File: config.mk
export PLATFORM = sky130hd
export DESIGN_NAME = integer_to_radix_digits
export DESIGN_NICKNAME = d
export VERILOG_FILES = /design/src/hdl/iradix_pkg.sv /design/src/hdl/iradix_ram.sv /design/src/hdl/iradix_ctrl.sv /design/src/hdl/iradix_dp.sv /design/src/hdl/integer_to_radix_digits.sv
export SDC_FILE = /design/constraint.sdc
export NUM_CORES = 1
export LEC_CHECK = 0
export ABC_CLOCK_PERIOD_IN_PS = 11400
export BUFFER_PORTS_ARGS = -buffer_cell sky130_fd_sc_hd__buf_4
export CAP_MARGIN = 0
export CORE_MARGIN = 2
export CORE_UTILIZATION = 38
export CTS_CLUSTER_DIAMETER = 50
export CTS_CLUSTER_SIZE = 8
export DETAILED_ROUTE_END_ITERATION = 16
export HOLD_SLACK_MARGIN = 0.12
export SYNTH_ARGS = -nofsm -noshare
export SYNTH_HDL_FRONTEND = slang
export SYNTH_SLANG_ARGS = --single-unit
File: constraint.sdc
create_clock -name clk -period 11.4 [get_ports clk]
set_input_delay 1.71 -clock clk [delete_from_list [all_inputs] [get_ports clk]]
set_output_delay 1.71 -clock clk [all_outputs]
set_load 0.005 [all_outputs]
File: src/hdl/iradix_pkg.sv
// Shared types and constants for the integer to radix digit converter.
// No dependencies; imported by every module of the block but iradix_ram.
`default_nettype none

package iradix_pkg;

	localparam int VALUE_BITS_DEF  = 31;
	localparam int DIGIT_DEPTH_DEF = 32;

	// Dividend bits retired per cycle by the restoring divider.
	localparam int STEP_BITS = 8;

	localparam int RADIX_W    = 5;
	localparam int DIGIT_W    = 4;
	localparam int APB_DATA_W = 32;
	localparam int APB_ADDR_W = 3;

	localparam logic [RADIX_W-1:0] RADIX_MIN    = 5'd2;
	localparam logic [RADIX_W-1:0] RADIX_MAX    = 5'd16;
	localparam logic [RADIX_W-1:0] RADIX_RESET  = 5'd10;
	localparam logic [RADIX_W-1:0] LETTER_RADIX = 5'd16;
	localparam logic [DIGIT_W-1:0] LETTER_LOW   = 4'd10;

	// Register word index (paddr[2]).
	localparam logic REG_RADIX = 1'b0;

	typedef enum logic [2:0] {
		ST_IDLE = 3'b001,
		ST_DIV  = 3'b010,
		ST_EMIT = 3'b100
	} state_t;

	typedef struct packed {
		logic load;    // take a new value, clear counters
		logic step;    // one divider step
		logic finish;  // last step of a digit: store the remainder
		logic read;    // read one stored digit toward the output
	} dp_cmd_t;

	typedef struct packed {
		logic radix_ok;   // radix within two to sixteen
		logic quot_zero;  // quotient after this step is zero
		logic last_read;  // one digit left to read
	} dp_status_t;

endpackage

`default_nettype wire

File: src/hdl/iradix_ram.sv
// Generic single-write, single-read RAM with registered read data.
// Depends on nothing.
`default_nettype none

module iradix_ram #(
	parameter int WIDTH = 4,
	parameter int DEPTH = 32
) (
	input  wire logic                     clk,
	input  wire logic                     we,
	input  wire logic [$clog2(DEPTH)-1:0] waddr,
	input  wire logic [WIDTH-1:0]         wdata,
	input  wire logic                     re,
	input  wire logic [$clog2(DEPTH)-1:0] raddr,
	output logic      [WIDTH-1:0]         rdata
);

	logic [WIDTH-1:0] mem_q [DEPTH];

	always_ff @(posedge clk) begin
		if (we) begin
			mem_q[waddr] <= wdata;
		end
		if (re) begin
			rdata <= mem_q[raddr];
		end
	end

endmodule

`default_nettype wire

File: src/hdl/iradix_ctrl.sv
// Controller: sequences divider passes per digit, then digit readout.
// Depends on iradix_pkg.
`default_nettype none

module iradix_ctrl #(
	parameter int VALUE_BITS = iradix_pkg::VALUE_BITS_DEF
) (
	input  wire logic                   clk,
	input  wire logic                   arst_n,
	input  wire logic                   start,
	output logic                        busy,
	input  wire iradix_pkg::dp_status_t st,
	output iradix_pkg::dp_cmd_t         cmd
);

	import iradix_pkg::*;

	localparam int CHUNKS = (VALUE_BITS + STEP_BITS - 1) / STEP_BITS;
	localparam int CH_W   = (CHUNKS > 1) ? $clog2(CHUNKS) : 1;

	state_t          state_q, state_d;
	logic [CH_W-1:0] chunk_q;
	logic            chunk_end;

	assign chunk_end = (chunk_q == CH_W'(CHUNKS - 1));
	assign busy      = (state_q != ST_IDLE);

	always_comb begin
		state_d = state_q;
		cmd     = '0;
		case (state_q)
			ST_IDLE: begin
				// a request with a bad radix is taken and dropped
				if (start && st.radix_ok) begin
					cmd.load = 1'b1;
					state_d  = ST_DIV;
				end
			end
			ST_DIV: begin
				cmd.step   = 1'b1;
				cmd.finish = chunk_end;
				if (chunk_end && st.quot_zero) begin
					state_d = ST_EMIT;
				end
			end
			ST_EMIT: begin
				cmd.read = 1'b1;
				if (st.last_read) begin
					state_d = ST_IDLE;
				end
			end
			default: begin
				state_d = ST_IDLE;
			end
		endcase
	end

	always_ff @(posedge clk or negedge arst_n) begin
		if (!arst_n) begin
			state_q <= ST_IDLE;
			chunk_q <= '0;
		end else begin
			state_q <= state_d;
			if (cmd.step) begin
				chunk_q <= chunk_end ? '0 : chunk_q + 1'b1;
			end
		end
	end

endmodule

`default_nettype wire

File: src/hdl/iradix_dp.sv
// Datapath: restoring divider by the radix, digit store and output registers.
// Depends on iradix_pkg and iradix_ram.
`default_nettype none

module iradix_dp #(
	parameter int VALUE_BITS  = iradix_pkg::VALUE_BITS_DEF,
	parameter int DIGIT_DEPTH = iradix_pkg::DIGIT_DEPTH_DEF
) (
	input  wire logic                            clk,
	input  wire logic                            arst_n,
	input  wire iradix_pkg::dp_cmd_t             cmd,
	output iradix_pkg::dp_status_t               st,
	input  wire logic [iradix_pkg::RADIX_W-1:0]  radix,
	input  wire logic [VALUE_BITS-1:0]           value,
	output logic                                 digit_valid,
	output logic      [iradix_pkg::DIGIT_W-1:0]  digit,
	output logic                                 hex_letter,
	output logic                                 last_digit
);

	import iradix_pkg::*;

	localparam int CHUNKS    = (VALUE_BITS + STEP_BITS - 1) / STEP_BITS;
	localparam int WORK_BITS = CHUNKS * STEP_BITS;
	localparam int AW        = $clog2(DIGIT_DEPTH);
	localparam int CNT_W     = $clog2(DIGIT_DEPTH + 1);

	logic [WORK_BITS-1:0] work_q, work_next;
	logic [DIGIT_W-1:0]   rem_q, rem_next;
	logic [STEP_BITS-1:0] qbits;
	logic [DIGIT_W:0]     r;
	logic [AW-1:0]        wp_q, rp_q;
	logic [CNT_W-1:0]     cnt_q;
	logic                 out_valid_q, out_last_q;
	logic [DIGIT_W-1:0]   rdata;

	// One restoring step per dividend bit, STEP_BITS bits per cycle.
	always_comb begin
		r     = {1'b0, rem_q};
		qbits = '0;
		for (int i = 0; i < STEP_BITS; i++) begin
			r = {r[DIGIT_W-1:0], work_q[WORK_BITS-1-i]};
			if (r >= radix) begin
				r                    = r - radix;
				qbits[STEP_BITS-1-i] = 1'b1;
			end
		end
		rem_next  = r[DIGIT_W-1:0];
		work_next = (work_q << STEP_BITS) | WORK_BITS'(qbits);
	end

	assign st.radix_ok  = (radix >= RADIX_MIN) && (radix <= RADIX_MAX);
	assign st.quot_zero = (work_next == '0);
	assign st.last_read = (cnt_q == CNT_W'(1));

	always_ff @(posedge clk) begin
		if (cmd.load) begin
			work_q <= WORK_BITS'(value);
			rem_q  <= '0;
		end else if (cmd.step) begin
			work_q <= work_next;
			rem_q  <= cmd.finish ? '0 : rem_next;
		end
	end

	// Store is a ring: once full, the oldest (least significant) digit is overwritten.
	always_ff @(posedge clk or negedge arst_n) begin
		if (!arst_n) begin
			wp_q        <= '0;
			rp_q        <= '0;
			cnt_q       <= '0;
			out_valid_q <= 1'b0;
			out_last_q  <= 1'b0;
		end else begin
			out_valid_q <= cmd.read;
			out_last_q  <= cmd.read && st.last_read;
			if (cmd.load) begin
				wp_q  <= '0;
				cnt_q <= '0;
			end else if (cmd.step && cmd.finish) begin
				rp_q <= wp_q;
				wp_q <= (wp_q == AW'(DIGIT_DEPTH - 1)) ? '0 : wp_q + 1'b1;
				if (cnt_q != CNT_W'(DIGIT_DEPTH)) begin
					cnt_q <= cnt_q + 1'b1;
				end
			end else if (cmd.read) begin
				rp_q  <= (rp_q == '0) ? AW'(DIGIT_DEPTH - 1) : rp_q - 1'b1;
				cnt_q <= cnt_q - 1'b1;
			end
		end
	end

	iradix_ram #(
		.WIDTH (DIGIT_W),
		.DEPTH (DIGIT_DEPTH)
	) u_store (
		.clk   (clk),
		.we    (cmd.step && cmd.finish),
		.waddr (wp_q),
		.wdata (rem_next),
		.re    (cmd.read),
		.raddr (rp_q),
		.rdata (rdata)
	);

	assign digit_valid = out_valid_q;
	assign digit       = rdata;
	assign hex_letter  = out_valid_q && (radix == LETTER_RADIX) && (rdata >= LETTER_LOW);
	assign last_digit  = out_valid_q && out_last_q;

endmodule

`default_nettype wire

File: src/hdl/integer_to_radix_digits.sv
// Top level of the integer to radix digit converter: APB register and core.
// Depends on iradix_pkg, iradix_ctrl and iradix_dp.
`default_nettype none

// A request (start while busy is low) converts value into digits of the base
// held in the radix register (byte address 0, reset 10). Each digit is a full
// pass of the restoring divider over the dividend, which retires eight
// dividend bits per cycle; then the stored digits are read out one per cycle,
// most significant first, the first digit in the cycle after readout starts.
// digit_valid marks each digit for a single cycle and the receiver must take
// it then. A radix outside two to sixteen takes the request and gives no
// digits. Zero gives the digit 0. When more than DIGIT_DEPTH digits arise,
// the most significant DIGIT_DEPTH are delivered. Write the radix only while
// busy is low and no digit is pending.

module integer_to_radix_digits #(
	parameter int VALUE_BITS  = iradix_pkg::VALUE_BITS_DEF,
	parameter int DIGIT_DEPTH = iradix_pkg::DIGIT_DEPTH_DEF
) (
	input  wire logic                               clk,
	input  wire logic                               arst_n,
	input  wire logic                               psel,
	input  wire logic                               penable,
	input  wire logic                               pwrite,
	input  wire logic [iradix_pkg::APB_ADDR_W-1:0]  paddr,
	input  wire logic [iradix_pkg::APB_DATA_W-1:0]  pwdata,
	output logic      [iradix_pkg::APB_DATA_W-1:0]  prdata,
	output logic                                    pready,
	input  wire logic                               start,
	output logic                                    busy,
	input  wire logic [VALUE_BITS-1:0]              value,
	output logic                                    digit_valid,
	output logic      [iradix_pkg::DIGIT_W-1:0]     digit,
	output logic                                    hex_letter,
	output logic                                    last_digit
);

	import iradix_pkg::*;

	logic [RADIX_W-1:0] radix_q;
	dp_cmd_t            cmd;
	dp_status_t         st;

	assign pready = 1'b1;
	assign prdata = (paddr[2] == REG_RADIX) ? APB_DATA_W'(radix_q) : '0;

	always_ff @(posedge clk or negedge arst_n) begin
		if (!arst_n) begin
			radix_q <= RADIX_RESET;
		end else if (psel && penable && pwrite && pready && (paddr[2] == REG_RADIX)) begin
			radix_q <= pwdata[RADIX_W-1:0];
		end
	end

	iradix_ctrl #(
		.VALUE_BITS (VALUE_BITS)
	) u_ctrl (
		.clk    (clk),
		.arst_n (arst_n),
		.start  (start),
		.busy   (busy),
		.st     (st),
		.cmd    (cmd)
	);

	iradix_dp #(
		.VALUE_BITS  (VALUE_BITS),
		.DIGIT_DEPTH (DIGIT_DEPTH)
	) u_dp (
		.clk         (clk),
		.arst_n      (arst_n),
		.cmd         (cmd),
		.st          (st),
		.radix       (radix_q),
		.value       (value),
		.digit_valid (digit_valid),
		.digit       (digit),
		.hex_letter  (hex_letter),
		.last_digit  (last_digit)
	);

endmodule

`default_nettype wire

==> summary.md <==
- **maximum single-stage delay on the critical path** 0.66 ns
- **RePlAce Congestion** 0.821
- **average cell area after synthesis** 12.5 um^2
- **initial core utilization** 38.5%
- **critical path data arrival time** 11.12 ns
- **filler cell count in the final layout** 2404
- **vias post-DR** 6520
- **ys async rst share** 14.3%
- **Critical Path Fanout Max** 17
- **half-perimeter wire length after placement** 15.2 mm
- **Cells after Synth** 823
- **Synth top cells by count** 163 x sky130_fd_sc_hd__edfxtp_1, 108 x sky130_fd_sc_hd__nand2_1, 87 x sky130_fd_sc_hd__nor2_1, 51 x sky130_fd_sc_hd__ha_1, 43 x sky130_fd_sc_hd__a21oi_1
- **most frequent cell after synthesis** sky130_fd_sc_hd__edfxtp_1
- **final core utilization** 44.4%
- **netlist area before placement** 0.0103 mm^2
- **initial detailed-routing violation count** 547
- **fraction of final layout cells with drive strength greater than 1** 22.5%
- **final standard cell area without fillers** 0.0119 mm^2
- **global route total overflow** 0
- **Die Outline Area** 0.0285 mm^2
- **Cell variety after synth** 58
- **sequential-to-total area share from yosys stat** 55.3%
- **sink of the worst hold path** u_ctrl.chunk_q[1]$_DFFE_PN0N_
- **timing-limited maximum frequency** 93.0 MHz
- **amount of wire on met3 after detailed routing** 822 um
- **EDFF count, synth** 163
- **I/O pin total** 113
- **result of the run** complete, no violations
- **number of hold-repair buffers added at the cts stage** 0
- **number of vias per cell after detailed routing** 5.23
- **count of buffers from port buffering** 55
- **top post-synthesis cells by area** sky130_fd_sc_hd__edfxtp_1 47%, sky130_fd_sc_hd__mux4_2 8.7%, sky130_fd_sc_hd__ha_1 6.2%
- **CTS Buffer Depth** 2
- **worst-case register-to-register setup slack** 0.65 ns
- **number of buffers created by CTS** 17
- **number of nets in the final layout** 1024
- **crit end category** flop
- **Placement Rows** 60
- **clk sink count** 196
- **height of the chip** 169 um
- **insertion delay of the later-clocked pin in the worst-skew pair** 0.45 ns
- **Final Cycle Share** 94.3%
- **area share of the largest cell type after synthesis** 47.5%
- **worst path required time** 11.77 ns
- **via count of the first global-routing pass** 6269
- **met2 wire length** 10.8 mm
- **type of element launching the critical path** flop
- **CP max stage cell** sky130_fd_sc_hd__or4b_2
- **CTS clock-pin slew for the worst setup and hold paths** 0.08 ns
- **actual slew at the worst max-slew pin** 1.20 ns
- **path type of the worst setup path** flop to flop
- **worst slew margin relative to its limit** 19.8%
- **count of endpoints failing hold in the final timing report** 0
- **pin count of the biggest net entering global routing** 43
- **antenna violations before repair** 0
- **clock period minus final worst setup slack** 10.75 ns
- **chip width** 169 um
- **count of unresolved DRC violations after routing** 0
- **predominant post-synthesis flop cell** sky130_fd_sc_hd__edfxtp_1
- **most frequent CP cell** sky130_fd_sc_hd__ha_1
- **RSZ-0062 raised after global routing** no
- **HP Class** flop to flop
- **Max-Cap Viols** 0
- **Layout area overhead** 15.4%
- **ANT cells** 0
- **synth warn** 0
- **post-route antenna net violation count** 0
- **worst clock skew on the final layout** 0.0323 ns
- **Max Used Layer** met4
- **final setup vio count** 0
- **cell area after placement** 0.0111 mm^2
- **core region area** 0.0268 mm^2
- **met1 wire length** 10.4 mm
- **start of the worst register-to-register path** radix_q[1]$_DFFE_PN1P_
- **All-Layer GR Usage** 15.8%
- **Total Wirelength** 22.5 mm
- **worst min-delay path startpoint** u_ctrl.chunk_q[1]$_DFFE_PN0N_
- **hold-critical path depth** 2
- **maximum level of the CTS H-tree** 4
- **worst flop-to-flop path endpoint** u_dp.rem_q[2]$_SDFFE_PP0N_
- **CTS tree** done
- **Avg WL per Cell** 18.0 um
- **number of cells traversed by the worst register-to-register path** 50
- **fin. max-slew vios** 0
- **library cell with the largest summed area after synthesis** sky130_fd_sc_hd__edfxtp_1
- **post-synthesis sequential element count** 196
- **Pre-antenna DRT Iters** 5
- **global-route wire length before repair** 34.4 mm
- **Clock Tree Root** sky130_fd_sc_hd__clkbuf_16
## worst max-delay path by stage
stage,from,depth (start not counted),end
2_1_floorplan,radix_q[1]$_DFFE_PN1P_,45,u_dp.u_store.mem_q[0][0]$_DFFE_PP_
3_3_place_gp,radix_q[1]$_DFFE_PN1P_,46,u_dp.u_store.mem_q[6][3]$_DFFE_PP_
3_5_place_dp,radix_q[1]$_DFFE_PN1P_,46,u_dp.u_store.mem_q[6][3]$_DFFE_PP_
4_1_cts,radix_q[1]$_DFFE_PN1P_,46,u_dp.u_store.mem_q[30][3]$_DFFE_PP_
5_1_grt,radix_q[1]$_DFFE_PN1P_,51,u_dp.rem_q[2]$_SDFFE_PP0N_
6_report,radix_q[1]$_DFFE_PN1P_,50,u_dp.rem_q[2]$_SDFFE_PP0N_
## flip-flops by register name, summed over array words and instances, names as in the netlist
signal	flops
u_dp.u_store.rdata	4
u_ctrl.state_q	3
u_ctrl.chunk_q	2
u_dp.wp_q	5
u_dp.rp_q	5
u_dp.work_q	32
u_dp.digit_valid	1
u_dp.u_store.mem_q	128
u_dp.cnt_q	6
radix_q	5
u_dp.out_last_q	1
u_dp.rem_q	4
## routing by layer
layer / vias to the layer above / global-route usage, %
met5: - / 0
met4: 0 / 5.21
met3: 30 / 2.57
met2: 147 / 26.0
met1: 3239 / 21.4
li1: 3104 / -
## per-stage QoR
| step | instances | worst slack, ns | setup TNS, ns | hold WS [ns] |
|---|---|---|---|---|
| 6_report | 1247 | 0.652 | 0 | 0.484 |
| 5_1_grt | 1247 | 0.0213 | 0 | 0.525 |
| 4_1_cts | 1243 | 0.0197 | 0 | 0.491 |
| 3_5_place_dp | 1211 | -0.0470 | -1.45 | 0.472 |
| 3_3_place_gp | 1211 | -0.0422 | -1.30 | 0.467 |
| 2_1_floorplan | 849 | 0.0485 | 0 | 0.450 |
## cell families (layout without fill, tap and decap cells)
kind of cell	after synthesis	in the layout	share of synthesized area [%]
buf+inv	95	152	4.77
other cells	2	28	0.0729
compound gates	108	108	6.63
simple gates	277	277	12.3
mux	65	65	11.4
xor+xnor	21	21	1.78
fa+ha+maj	59	59	7.75
flops	196	196	55.3
## cell usage in the layout (no fill, tap or decap), types with 5 or more instances in the layout
cell / synthesis / routed
sky130_fd_sc_hd__mux2_2: 19 / 19
sky130_fd_sc_hd__nand3_1: 11 / 10
sky130_fd_sc_hd__mux4_2: 40 / 40
sky130_fd_sc_hd__conb_1: 2 / 28
sky130_fd_sc_hd__o21ai_0: 14 / 12
sky130_fd_sc_hd__nand3b_1: 7 / 7
sky130_fd_sc_hd__a21oi_1: 43 / 40
sky130_fd_sc_hd__nor4_1: 5 / 5
sky130_fd_sc_hd__nor3_1: 10 / 9
sky130_fd_sc_hd__clkbuf_16: 0 / 18
sky130_fd_sc_hd__xnor2_1: 19 / 19
sky130_fd_sc_hd__nand2_1: 108 / 108
sky130_fd_sc_hd__buf_4: 29 / 78
sky130_fd_sc_hd__a22o_1: 5 / 5
sky130_fd_sc_hd__dfxtp_1: 5 / 5
sky130_fd_sc_hd__inv_1: 38 / 38
sky130_fd_sc_hd__edfxtp_1: 163 / 163
sky130_fd_sc_hd__nor2b_1: 7 / 7
sky130_fd_sc_hd__clkinv_8: 0 / 6
sky130_fd_sc_hd__nand2b_1: 11 / 11
sky130_fd_sc_hd__nor4b_1: 5 / 5
sky130_fd_sc_hd__mux2i_1: 6 / 5
sky130_fd_sc_hd__fa_1: 8 / 8
sky130_fd_sc_hd__ha_1: 51 / 50
sky130_fd_sc_hd__a21o_1: 15 / 15
sky130_fd_sc_hd__dfrtp_1: 25 / 23
sky130_fd_sc_hd__a31oi_1: 9 / 5
sky130_fd_sc_hd__nor2_1: 87 / 87
## worst max-delay path: cells and delay by family, from the launching register on
| family | cells | cell delay [ns] |
|---|---|---|
| mux | 4 | 1.12 |
| simple gates | 6 | 1.50 |
| compound gates | 25 | 4.22 |
| fa+ha+maj | 8 | 2.28 |
| flops | 1 | 0.53 |
| buf+inv | 7 | 1.00 |
## cell type report
type                       count  area (um^2)  area share (%)
tap                          341          427            3.59
sequential                   196         5700            47.9
multi-input combinational    558         4330            36.4
timing repair buffer          82          663            5.58
inverter                      38          143            1.20
clock inverter                14          198            1.66
clock buffer                  18          429            3.61
## repair_timing
| action | CTS | global route |
|---|---|---|
| gates resized for setup | 1 | 22 |
| cloned | 0 | 1 |
| pin swaps | 0 | 4 |
| endpoints found under the setup margin | 65 | 135 |
| setup buffers | 0 | 3 |
Power is not shown: default switching activity piles up to over one toggle a cycle in this logic, so the estimate is an artifact.
